[config.mk]
export PLATFORM = sky130hd
export DESIGN_NAME = sha1_message_digest_flat
export DESIGN_NICKNAME = d
export VERILOG_FILES = /design/src/sv/sha1_pkg.sv /design/src/sv/sha1_if.sv /design/src/sv/sha1_core.sv /design/src/sv/sha1_message_digest.sv /design/src/flat_wrapper.sv
export SDC_FILE = /design/constraint.sdc
export NUM_CORES = 2
export LEC_CHECK = 0
export BUFFER_PORTS_ARGS = -buffer_cell sky130_fd_sc_hd__buf_2
export CORE_MARGIN = 5
export CORE_UTILIZATION = 65
export CTS_BUF_LIST = sky130_fd_sc_hd__clkbuf_2 sky130_fd_sc_hd__clkbuf_4 sky130_fd_sc_hd__clkbuf_8
export DETAILED_ROUTE_END_ITERATION = 10
export GPL_TIMING_DRIVEN = 1
export PLACE_DENSITY = 0.92
export SETUP_SLACK_MARGIN = 0.02
export SYNTH_ARGS = -nofsm -noshare
export SYNTH_HDL_FRONTEND = slang
export SYNTH_SLANG_ARGS = --single-unit
[constraint.sdc]
create_clock -name clk_i -period 29.6 [get_ports clk_i]
set_input_delay 5.92 -clock clk_i [delete_from_list [all_inputs] [get_ports clk_i]]
set_output_delay 5.92 -clock clk_i [all_outputs]
set_load 0.02 [all_outputs]
[src/sv/sha1_pkg.sv]
package sha1_pkg;

  localparam int WORD_W     = 32;
  localparam int HASH_WORDS = 5;
  localparam int WIN_WORDS  = 16;
  localparam int RND_W      = 7;
  localparam int FILL_W     = 6;
  localparam int LEN_W      = 64;
  localparam int IDX_W      = 3;

  typedef logic [WORD_W-1:0] word_t;
  typedef logic [RND_W-1:0]  rnd_t;

  localparam rnd_t ROUND_LAST = rnd_t'(79);
  localparam rnd_t ROUND_P1   = rnd_t'(20);
  localparam rnd_t ROUND_P2   = rnd_t'(40);
  localparam rnd_t ROUND_P3   = rnd_t'(60);

  localparam word_t IV [HASH_WORDS] = '{
    32'h67452301, 32'hEFCDAB89, 32'h98BADCFE, 32'h10325476, 32'hC3D2E1F0
  };

  localparam word_t K0 = 32'h5a827999;
  localparam word_t K1 = 32'h6ed9eba1;
  localparam word_t K2 = 32'h8f1bbcdc;
  localparam word_t K3 = 32'hca62c1d6;

  localparam logic [7:0]        PAD_MARK   = 8'h80;
  localparam logic [7:0]        PAD_ZERO   = 8'h00;
  localparam logic [FILL_W-1:0] PAD_LEN_POS = FILL_W'(56);
  localparam logic [FILL_W-1:0] BLOCK_LAST  = FILL_W'(63);
  localparam logic [IDX_W-1:0]  LAST_IDX    = IDX_W'(HASH_WORDS - 1);
  localparam logic [LEN_W-1:0]  BYTE_BITS   = LEN_W'(8);

  typedef struct packed {
    logic  push;
    logic  start;
    logic  init;
    word_t word;
  } core_ctrl_t;

  typedef struct packed {
    logic busy;
    logic done;
  } core_stat_t;

  function automatic word_t round_k(input rnd_t rnd);
    word_t k;
    if (rnd < ROUND_P1) k = K0;
    else if (rnd < ROUND_P2) k = K1;
    else if (rnd < ROUND_P3) k = K2;
    else k = K3;
    return k;
  endfunction

  function automatic word_t round_f(input rnd_t rnd, input word_t b, input word_t c,
                                    input word_t d);
    word_t f;
    if (rnd < ROUND_P1) f = (b & c) | (~b & d);
    else if (rnd < ROUND_P2) f = b ^ c ^ d;
    else if (rnd < ROUND_P3) f = (b & c) | (b & d) | (c & d);
    else f = b ^ c ^ d;
    return f;
  endfunction

endpackage

[src/sv/sha1_if.sv]
interface sha1_in_if;
  logic       valid;
  logic       ready;
  logic [7:0] data_byte;
  logic       byte_valid;
  logic       end_of_message;

  modport source (output valid, output data_byte, output byte_valid,
                  output end_of_message, input ready);
  modport sink (input valid, input data_byte, input byte_valid,
                input end_of_message, output ready);
endinterface

interface sha1_out_if;
  logic        valid;
  logic        ready;
  logic [31:0] digest_word;
  logic [2:0]  word_index;
  logic        last_word;

  modport source (output valid, output digest_word, output word_index,
                  output last_word, input ready);
  modport sink (input valid, input digest_word, input word_index,
                input last_word, output ready);
endinterface

[src/sv/sha1_core.sv]
module sha1_core import sha1_pkg::*; (
  input  logic       clk_i,
  input  logic       rst_ni,
  input  core_ctrl_t ctrl_i,
  output core_stat_t stat_o,
  output word_t      hash_o [HASH_WORDS]
);

  typedef enum logic [1:0] {C_IDLE, C_ROUND, C_ADD} cstate_e;

  cstate_e state_q;
  rnd_t    rnd_q;
  word_t   hash_q [HASH_WORDS];
  word_t   a_q, b_q, c_q, d_q, e_q;
  word_t   win_q [WIN_WORDS];

  word_t tmp;
  word_t sched_x;
  word_t sched;
  logic  shift_en;
  word_t shift_word;

  assign tmp = {a_q[26:0], a_q[31:27]} + round_f(rnd_q, b_q, c_q, d_q) + e_q
             + round_k(rnd_q) + win_q[0];
  assign sched_x    = win_q[13] ^ win_q[8] ^ win_q[2] ^ win_q[0];
  assign sched      = {sched_x[30:0], sched_x[31]};
  assign shift_en   = (state_q == C_ROUND) || (state_q == C_IDLE && ctrl_i.push);
  assign shift_word = (state_q == C_ROUND) ? sched : ctrl_i.word;

  always_ff @(posedge clk_i or negedge rst_ni) begin
    if (!rst_ni) begin
      state_q <= C_IDLE;
      rnd_q   <= '0;
      for (int i = 0; i < HASH_WORDS; i++) hash_q[i] <= IV[i];
    end else begin
      case (state_q)
        C_IDLE: begin
          if (ctrl_i.init) begin
            for (int i = 0; i < HASH_WORDS; i++) hash_q[i] <= IV[i];
          end
          if (ctrl_i.start) begin
            rnd_q   <= '0;
            state_q <= C_ROUND;
          end
        end
        C_ROUND: begin
          rnd_q <= rnd_q + rnd_t'(1);
          if (rnd_q == ROUND_LAST) state_q <= C_ADD;
        end
        C_ADD: begin
          hash_q[0] <= hash_q[0] + a_q;
          hash_q[1] <= hash_q[1] + b_q;
          hash_q[2] <= hash_q[2] + c_q;
          hash_q[3] <= hash_q[3] + d_q;
          hash_q[4] <= hash_q[4] + e_q;
          state_q   <= C_IDLE;
        end
        default: state_q <= C_IDLE;
      endcase
    end
  end

  always_ff @(posedge clk_i) begin
    if (state_q == C_IDLE && ctrl_i.start) begin
      a_q <= hash_q[0];
      b_q <= hash_q[1];
      c_q <= hash_q[2];
      d_q <= hash_q[3];
      e_q <= hash_q[4];
    end else if (state_q == C_ROUND) begin
      a_q <= tmp;
      b_q <= a_q;
      c_q <= {b_q[1:0], b_q[31:2]};
      d_q <= c_q;
      e_q <= d_q;
    end
    if (shift_en) begin
      for (int i = 0; i < WIN_WORDS - 1; i++) win_q[i] <= win_q[i+1];
      win_q[WIN_WORDS-1] <= shift_word;
    end
  end

  assign stat_o.busy = (state_q != C_IDLE);
  assign stat_o.done = (state_q == C_ADD);
  assign hash_o      = hash_q;

endmodule

[src/sv/sha1_message_digest.sv]
// channel   | dir | handshake     | payload
// msg_i     | in  | valid / ready | data_byte[7:0], byte_valid, end_of_message
// digest_o  | out | valid / ready | digest_word[31:0], word_index[2:0], last_word
//
// one message byte is taken per cycle while no block is being compressed or padded and no digest is being output
// the 64th byte of a block starts 80 rounds followed by an add step
// an end word pads one byte per cycle between compressions, compressing once or twice, then gives 5 words
// ready is low from a full block until its compression finishes, and during padding and output
// rst_ni clears control and loads the initial hash values at once
module sha1_message_digest import sha1_pkg::*; (
  input  logic        clk_i,
  input  logic        rst_ni,
  sha1_in_if.sink     msg_i,
  sha1_out_if.source  digest_o
);

  typedef enum logic [1:0] {S_IDLE, S_PAD, S_COMP, S_OUT} state_e;
  typedef enum logic [1:0] {PH_MARK, PH_ZERO, PH_LEN} phase_e;
  typedef enum logic [1:0] {NX_IDLE, NX_PAD, NX_OUT} after_e;

  state_e            state_q;
  phase_e            phase_q;
  after_e            after_q;
  logic [FILL_W-1:0] fill_q;
  logic [23:0]       acc_q;
  logic [LEN_W-1:0]  len_q;
  logic [IDX_W-1:0]  idx_q;

  logic       in_acc;
  logic       out_acc;
  logic [2:0] lsel;
  logic [7:0] len_byte;
  logic       put_en;
  logic [7:0] put_byte;
  logic       blk_full;

  core_ctrl_t ctrl;
  core_stat_t stat;
  word_t      hash [HASH_WORDS];

  assign in_acc   = msg_i.valid && msg_i.ready;
  assign out_acc  = digest_o.valid && digest_o.ready;
  assign lsel     = 3'd7 - fill_q[2:0];
  assign len_byte = len_q[{lsel, 3'b000} +: 8];

  always_comb begin
    put_en   = 1'b0;
    put_byte = msg_i.data_byte;
    case (state_q)
      S_IDLE: put_en = in_acc && msg_i.byte_valid;
      S_PAD: begin
        put_en = 1'b1;
        case (phase_q)
          PH_MARK: put_byte = PAD_MARK;
          PH_ZERO: put_byte = (fill_q == PAD_LEN_POS) ? len_byte : PAD_ZERO;
          PH_LEN:  put_byte = len_byte;
          default: put_byte = PAD_ZERO;
        endcase
      end
      default: put_en = 1'b0;
    endcase
  end

  assign blk_full   = put_en && (fill_q == BLOCK_LAST);
  assign ctrl.push  = put_en && (fill_q[1:0] == 2'b11);
  assign ctrl.start = blk_full;
  assign ctrl.init  = out_acc && (idx_q == LAST_IDX);
  assign ctrl.word  = {acc_q, put_byte};

  sha1_core u_core (
    .clk_i  (clk_i),
    .rst_ni (rst_ni),
    .ctrl_i (ctrl),
    .stat_o (stat),
    .hash_o (hash)
  );

  always_ff @(posedge clk_i or negedge rst_ni) begin
    if (!rst_ni) begin
      state_q <= S_IDLE;
      phase_q <= PH_MARK;
      after_q <= NX_IDLE;
      fill_q  <= '0;
      acc_q   <= '0;
      len_q   <= '0;
      idx_q   <= '0;
    end else begin
      if (put_en) begin
        acc_q  <= {acc_q[15:0], put_byte};
        fill_q <= fill_q + FILL_W'(1);
      end
      case (state_q)
        S_IDLE: begin
          if (in_acc) begin
            if (msg_i.byte_valid) len_q <= len_q + BYTE_BITS;
            if (msg_i.end_of_message) phase_q <= PH_MARK;
            if (blk_full) begin
              state_q <= S_COMP;
              after_q <= msg_i.end_of_message ? NX_PAD : NX_IDLE;
            end else if (msg_i.end_of_message) begin
              state_q <= S_PAD;
            end
          end
        end
        S_PAD: begin
          case (phase_q)
            PH_MARK: phase_q <= PH_ZERO;
            PH_ZERO: if (fill_q == PAD_LEN_POS) phase_q <= PH_LEN;
            default: phase_q <= phase_q;
          endcase
          if (blk_full) begin
            state_q <= S_COMP;
            after_q <= (phase_q == PH_LEN) ? NX_OUT : NX_PAD;
          end
        end
        S_COMP: begin
          if (stat.done) begin
            case (after_q)
              NX_PAD: state_q <= S_PAD;
              NX_OUT: begin
                state_q <= S_OUT;
                idx_q   <= '0;
              end
              default: state_q <= S_IDLE;
            endcase
          end
        end
        S_OUT: begin
          if (out_acc) begin
            if (idx_q == LAST_IDX) begin
              state_q <= S_IDLE;
              len_q   <= '0;
              idx_q   <= '0;
            end else begin
              idx_q <= idx_q + IDX_W'(1);
            end
          end
        end
        default: state_q <= S_IDLE;
      endcase
    end
  end

  assign msg_i.ready          = (state_q == S_IDLE);
  assign digest_o.valid       = (state_q == S_OUT);
  assign digest_o.digest_word = hash[idx_q];
  assign digest_o.word_index  = idx_q;
  assign digest_o.last_word   = (idx_q == LAST_IDX);

  a_ready_no_out: assert property (@(posedge clk_i) disable iff (!rst_ni)
    msg_i.ready |-> !digest_o.valid)
    else $error("input ready while a digest word is offered");

  a_core_blocks: assert property (@(posedge clk_i) disable iff (!rst_ni)
    stat.busy |-> !msg_i.ready)
    else $error("input ready during compression");

  a_last_to_idle: assert property (@(posedge clk_i) disable iff (!rst_ni)
    (out_acc && digest_o.last_word) |=> (msg_i.ready && fill_q == '0 && len_q == '0))
    else $error("state not cleared after final digest word");

  a_index_range: assert property (@(posedge clk_i) disable iff (!rst_ni)
    digest_o.valid |-> (digest_o.word_index <= LAST_IDX))
    else $error("digest word index out of range");

endmodule

[src/flat_wrapper.sv]
// flat-port wrapper written by rule: the top's interface ports become plain ports
module sha1_message_digest_flat import sha1_pkg::*;
  (clk_i, rst_ni, msg_i_valid, msg_i_data_byte, msg_i_byte_valid, msg_i_end_of_message, msg_i_ready, digest_o_valid, digest_o_digest_word, digest_o_word_index, digest_o_last_word, digest_o_ready);
  sha1_in_if msg_i_i ();
  sha1_out_if digest_o_i ();
  input  logic clk_i;
  input  logic rst_ni;
  input wire logic [$bits(msg_i_i.valid)-1:0] msg_i_valid;
  input wire logic [$bits(msg_i_i.data_byte)-1:0] msg_i_data_byte;
  input wire logic [$bits(msg_i_i.byte_valid)-1:0] msg_i_byte_valid;
  input wire logic [$bits(msg_i_i.end_of_message)-1:0] msg_i_end_of_message;
  output wire logic [$bits(msg_i_i.ready)-1:0] msg_i_ready;
  output wire logic [$bits(digest_o_i.valid)-1:0] digest_o_valid;
  output wire logic [$bits(digest_o_i.digest_word)-1:0] digest_o_digest_word;
  output wire logic [$bits(digest_o_i.word_index)-1:0] digest_o_word_index;
  output wire logic [$bits(digest_o_i.last_word)-1:0] digest_o_last_word;
  input wire logic [$bits(digest_o_i.ready)-1:0] digest_o_ready;
  assign msg_i_i.valid = msg_i_valid;
  assign msg_i_i.data_byte = msg_i_data_byte;
  assign msg_i_i.byte_valid = msg_i_byte_valid;
  assign msg_i_i.end_of_message = msg_i_end_of_message;
  assign msg_i_ready = msg_i_i.ready;
  assign digest_o_valid = digest_o_i.valid;
  assign digest_o_digest_word = digest_o_i.digest_word;
  assign digest_o_word_index = digest_o_i.word_index;
  assign digest_o_last_word = digest_o_i.last_word;
  assign digest_o_i.ready = digest_o_ready;
  sha1_message_digest u_core (.clk_i(clk_i), .rst_ni(rst_ni), .msg_i(msg_i_i), .digest_o(digest_o_i));
endmodule
### Word level (Yosys, flattened, before mapping)

Memory sizes are Yosys's and may differ from the RTL's.
Index checks and enable logic that the tools add are counted.

| cells by class | value |
|---|---|
| add/sub/neg operators | 14 |
| magnitude comparators | 4 |
| equality and inequality tests | 29 |
| shift-type cells | 1 |
| mux-type cells | 63 |
| bitwise gates (word level) | 14 |
| reductions and logical operators | 26 |

Operators with widths:

| operator | number |
|---|---|
| 32-bit 2-to-1 mux | 18 |
| 160-bit one-hot mux with 2 select lines | 1 |
| 32-bit adder | 9 |
| 64-bit 2-to-1 mux | 4 |
| 160-bit 2-to-1 mux | 1 |
| 32-bit XOR | 5 |
| 32-bit AND | 4 |
| 64-bit one-hot mux with 2 select lines | 1 |
| 32-bit binary-select mux with 3-bit select | 1 |
| 32-bit bitwise OR | 3 |
| 64-bit by 4-bit adder with 64-bit output (second input constant) | 1 |
| 64-bit by 7-bit indexed part select with 8-bit output | 1 |
| 2-bit 2-to-1 mux | 16 |
| 32-bit NOT | 1 |
| 31-bit 2-to-1 mux | 1 |
| 8-bit one-hot mux with 3 select lines | 1 |
| 2-bit one-hot mux with 2 select lines | 5 |
| 8-bit 2-to-1 mux | 2 |
| 7-bit by 6-bit less-than comparator with 1-bit output (second input constant) | 2 |
| 7-bit one-hot mux with 2 select lines | 1 |
| 2-bit equality test (second input constant) | 6 |
| 6-bit equality test (second input constant) | 2 |
| 3-bit 2-to-1 mux | 4 |
| 2-bit by 1-bit != test with 1-bit output (second input constant) | 6 |
| other kinds (26) | 55 |

| storage, ports and cells | value |
|---|---|
| register bits | 432 |
| memory bits (writable) | 512 |
| logic and storage cells | 171 |
| memories | 1 |

Memory list:

| name | depth | width | rd ports | clocked after memory_dff | write ports | line | RTL |
|---|---|---|---|---|---|---|---|
| u_core.u_core.win_q | 16 | 32 | 16 | 0 | 16 | sha1_core.sv:15 | `word_t win_q [WIN_WORDS];` |

### Logic depth before layout (Yosys ltp)

| depth | value |
|---|---|
| depth after elaboration | 12 |
| depth in mapped cells | 24 |

### Hierarchy

From an unflattened synthesis, not the netlist that was laid out.

| second synthesis, totals | value |
|---|---|
| cell total of the unflattened synthesis | 4,174 |
| area total of the unflattened synthesis | 48,570.3 µm² |

Modules (own cells, without submodules):

| module | instances | cells an instance | area an instance (µm²) | sequential area each (µm²) |
|---|---|---|---|---|
| sha1_core | 1 | 3,462 | 41,852.6 | 24,508.5 |
| sha1_message_digest | 1 | 712 | 6,717.7 | 2,502.4 |

### Least setup slack after synthesis

No wires, ideal clock.

| path | value |
|---|---|
| kind | input-to-reg |
| start point | input msg_i_valid |
| end point | memory u_core.u_core.win_q[0][0] (netlist bit) (enable) |
| library setup time | 1.398 ns |
| data arrival time | 27.875 ns |
| required time | 28.202 ns |
| path slack | 0.327 ns |
| stages | 5 |
| cells stage by stage | a21oi_1 -> nor2_2 -> clkbuf_1 -> a21oi_1 -> nor2_1 |

RTL lines:

| what | line | RTL |
|---|---|---|
| start: declaration | flat_wrapper.sv:8 | `input wire logic [$bits(msg_i_i.valid)-1:0] msg_i_valid;` |
| end: declaration | sha1_core.sv:15 |  |

### Worst setup path after layout

| path | value |
|---|---|
| start point | input msg_i_valid |
| end point | register u_core.u_core.e_q[3], data pin |

| between the ends | value |
|---|---|
| word-level cells in the longest chain between the ends | 6 |

Ends and longest elaborated chain:

| what | line | RTL |
|---|---|---|
| 1-bit logical AND | sha1_message_digest.sv:41 | `assign in_acc = msg_i.valid && msg_i.ready;` |
| 1-bit logical AND | sha1_message_digest.sv:50 | `S_IDLE: put_en = in_acc && msg_i.byte_valid;` |
| 1-bit one-hot mux with 2 select lines | sha1_message_digest.sv:49 | `case (state_q)` |
| 1-bit logical AND | sha1_message_digest.sv:64 | `assign blk_full = put_en && (fill_q == BLOCK_LAST);` |
| 1-bit logical AND | sha1_core.sv:64 | `if (state_q == C_IDLE && ctrl_i.start) begin` |
| 32-bit 2-to-1 mux | sha1_core.sv:64 |  |
| end signal: assignment | sha1_core.sv:69 | `e_q <= hash_q[4];` |
| end signal: assignment | sha1_core.sv:75 | `e_q <= d_q;` |
| end: declaration | sha1_core.sv:14 | `word_t a_q, b_q, c_q, d_q, e_q;` |

No other way between the ends.
A chain may end at the register's enable or synchronous reset.

==> results.cfg <==
[status]
status = finished, final reports clean

[yosys]
yosysSeqAreaShare = 0.555
yosysMostFrequentCell = edfxtp_1
synth.largest_area_cell = edfxtp_1
synth_ff_type = edfxtp_1
synth_area_leaders = edfxtp_1, dfrtp_1, fa_1
netlist_area_mm2 = 0.0487
synth_seq_cells = 941
synth_top_area_frac = 0.415
synthCells = 3962
synth_common_cells = edfxtp_1, nand2_1, inv_1
synth_edf_count = 672
yosysWarnings = 0
synth.distinct_cells = 98
syn_nets = 4301
async_flop_share = 0.286
syn_area_per_cell_um2 = 12.3

[place]
dp_cells = 4897
dp_hpwl_um = 80000
gp_congestion = 0.945
postPlaceCellArea_mm2 = 0.0500
io_buffer_count = 51

[sta]
tightest_slew_ns = 1.16
hold_ws_ns = 0.393
hold_violations = 0
maxSlewViolCount = 0
skew_ns = 0.0371
fin_setup_tns_ns = 0
rsz0062_at_grt = false
fmax_mhz = 97.7
relSlewSlack = 0.228
setup_viol = 0
finalCritPeriodShare = 0.346
fin_crit_ns = 10.24

[floorplanning]
chipWidth_um = 284
dieArea_mm2 = 0.0804
num_rows = 100
die_h_um = 284
initial_core_util = 0.655
coreArea_mm2 = 0.0743
pin_count = 52

[power_and_ir_drop]
seqPwrFrac = 0.499
p_clk_frac = 0.411
p_int_mw = 2.18
p_switching_uw = 743
powerDensity_mw_per_mm2 = 55.0
combinationalPowerShare = 0.090
p_leak_nw = 22.0
p_sw_frac = 0.254
peakVddDrop_mv = 0.0829

[routing]
final_antenna_net_count = 0
first_pass_iters = 8
drc_errors = 0
routed_wl_um = 122000
routedWlPerCell_um = 23.6
viasPerCell = 6.46
drt-initial-drc-count = 4207
num_vias = 33500

[setup_path]
critical_path.slowest_cell = buf_4
cp_top_family = buffers and inverters
timing.critical_path.from = msg_i_valid
criticalPathCategory = input pin to register
crit_fanout = 87
cp.arrival_ns = 10.80
critPathLaunchType = input pin
r2r-start = u_core.u_core.rnd_q[4]
cp_num_buf_inv = 4
crit_path_max_incr_delay_ns = 0.87
crit_chain = buf_2 -> a21oi_1 -> nor2_4 -> nand4_1 -> nor3_2 -> buf_4 -> buf_4 -> buf_4 -> mux2_2
critPathMostFrequentCell = buf_4
cp_data_required_time_ns = 30.16
end_kind = register

[cts]
cts_hold_buf = 0
cts_root_buf = clkbuf_8
cts_setup_buffers = 0
clk_pin_slew_ns = 0.06
clock_sinks = 941
cts_buffers = 152
insertion_delay_ns = 0.84
h-tree-depth = 4
cts_tree = yes
cts-resized-gates = 0
cts_buffer_depth = 3

[grt]
grt.total_usage = 0.301
antenna_found_initial = 1
grt_pass1_wl_um = 190000
overflow = 0
first_global_vias = 33400
grt_start_max_net_pins = 238

[min_path]
min_from = u_core.u_core.win_q[0][45]
hp-class = register to register

[cells_and_area]
syn2layout_area_growth_pct = 9.35
final_core_util = 0.716
final_area_mm2 = 0.0532
n_fill_cell = 4513
register_area_mm2 = 0.0270
drive_above_1_share = 0.156
fin_cells = 5179
final_nets = 4421
multi_input_area_mm2 = 0.0201

[flow_run]
cap_violations = 0
routing by layer:
metal / GRT usage / up-vias / share of wire
met1: 0.404 / 16400 / 0.38
met4: 0.149 / 0 / 0.054
met2: 0.475 / 2050 / 0.47
met5: 0 / - / 0
met3: 0.0625 / 405 / 0.10
li1: - / 14600 / -
worst paths after layout:
kind / slack, ns / depth (start not counted) / to
setup reg to reg: 21.60 / 25 / u_core.u_core.a_q[30]
min in group asynchronous: 5.11 / 1 / u_core.u_core.hash_o[2]
setup / recovery: 19.36 / 9 / u_core.u_core.e_q[3]
hold / removal: 0.39 / 0 / u_core.u_core.win_q[0][13]
hold reg to reg: 0.39 / 0 / u_core.u_core.win_q[0][13]
max in group asynchronous: 22.06 / 3 / u_core.digest_o.word_index[0]
power groups by stage:
stage	Sequential [mW]	Combinational [mW]	Clock (mW)
floorplan	1.46	0.183	0
global placement	1.48	0.248	0
detailed placement	1.48	0.258	0
CTS	1.46	0.262	1.21
global route	1.46	0.281	1.28
finish	1.46	0.263	1.20
kinds of logic (layout without fill, tap and decap cells):
family	after synthesis	in the layout	share of synthesized area
compound gates	866	866	0.110
xor+xnor	303	303	0.0545
fa+ha+maj	326	326	0.103
buf+inv	416	662	0.0333
flops	941	941	0.555
mux	213	213	0.0586
other cells	0	2	0
simple gates	897	897	0.0855
flip-flops by register name (all words and copies together) (netlist names):
name	cells
u_core.u_core.state_q	2
u_core.fill_q	6
u_core.u_core.c_q	32
u_core.u_core.win_q	512
u_core.after_q	2
u_core.phase_q	2
u_core.u_core.d_q	32
u_core.acc_q	24
u_core.len_q	61
u_core.u_core.a_q	32
u_core.u_core.e_q	32
u_core.digest_o.word_index	3
u_core.u_core.hash_o	160
u_core.u_core.b_q	32
u_core.u_core.rnd_q	7
u_core.state_q	2
placed cells by master, fill, tap and decap left out, types with 19 or more instances in the layout:
master / n
a21o_1: 72
mux2i_1: 44
and3_1: 37
clkinv_1: 25
nor3_1: 28
nand4_1: 34
nand3_1: 51
clkbuf_4: 52
clkbuf_8: 172
xnor2_1: 178
dfstp_2: 80
nor2b_1: 19
a21oi_1: 244
buf_4: 30
nand2_1: 337
inv_1: 297
buf_2: 50
a211oi_1: 25
nor2_1: 252
fa_1: 125
ha_1: 200
edfxtp_1: 672
a31oi_1: 24
mux4_2: 45
o21ai_0: 294
dfrtp_1: 187
xor2_1: 125
o21bai_1: 22
mux2_2: 124
nand2b_1: 27
area by class of cell:
cell class | count | share of cell area
Sequential cell | 941 | 0.508
Antenna cell | 2 | 0.0000940
Clock buffer | 224 | 0.0518
Tap cell | 969 | 0.0228
Clock inverter | 56 | 0.00938
Multi-Input combinational cell | 2605 | 0.377
Inverter | 300 | 0.0213
Timing Repair Buffer | 82 | 0.00959
through the flow:
step	power [mW]	worst slack, ns
3_3_place_gp	1.73	18.96
2_1_floorplan	1.65	0.327
5_1_grt	3.02	19.21
6_report	2.93	19.36
3_5_place_dp	1.74	18.73
4_1_cts	2.94	19.58
(Power assumes the default switching activity.)
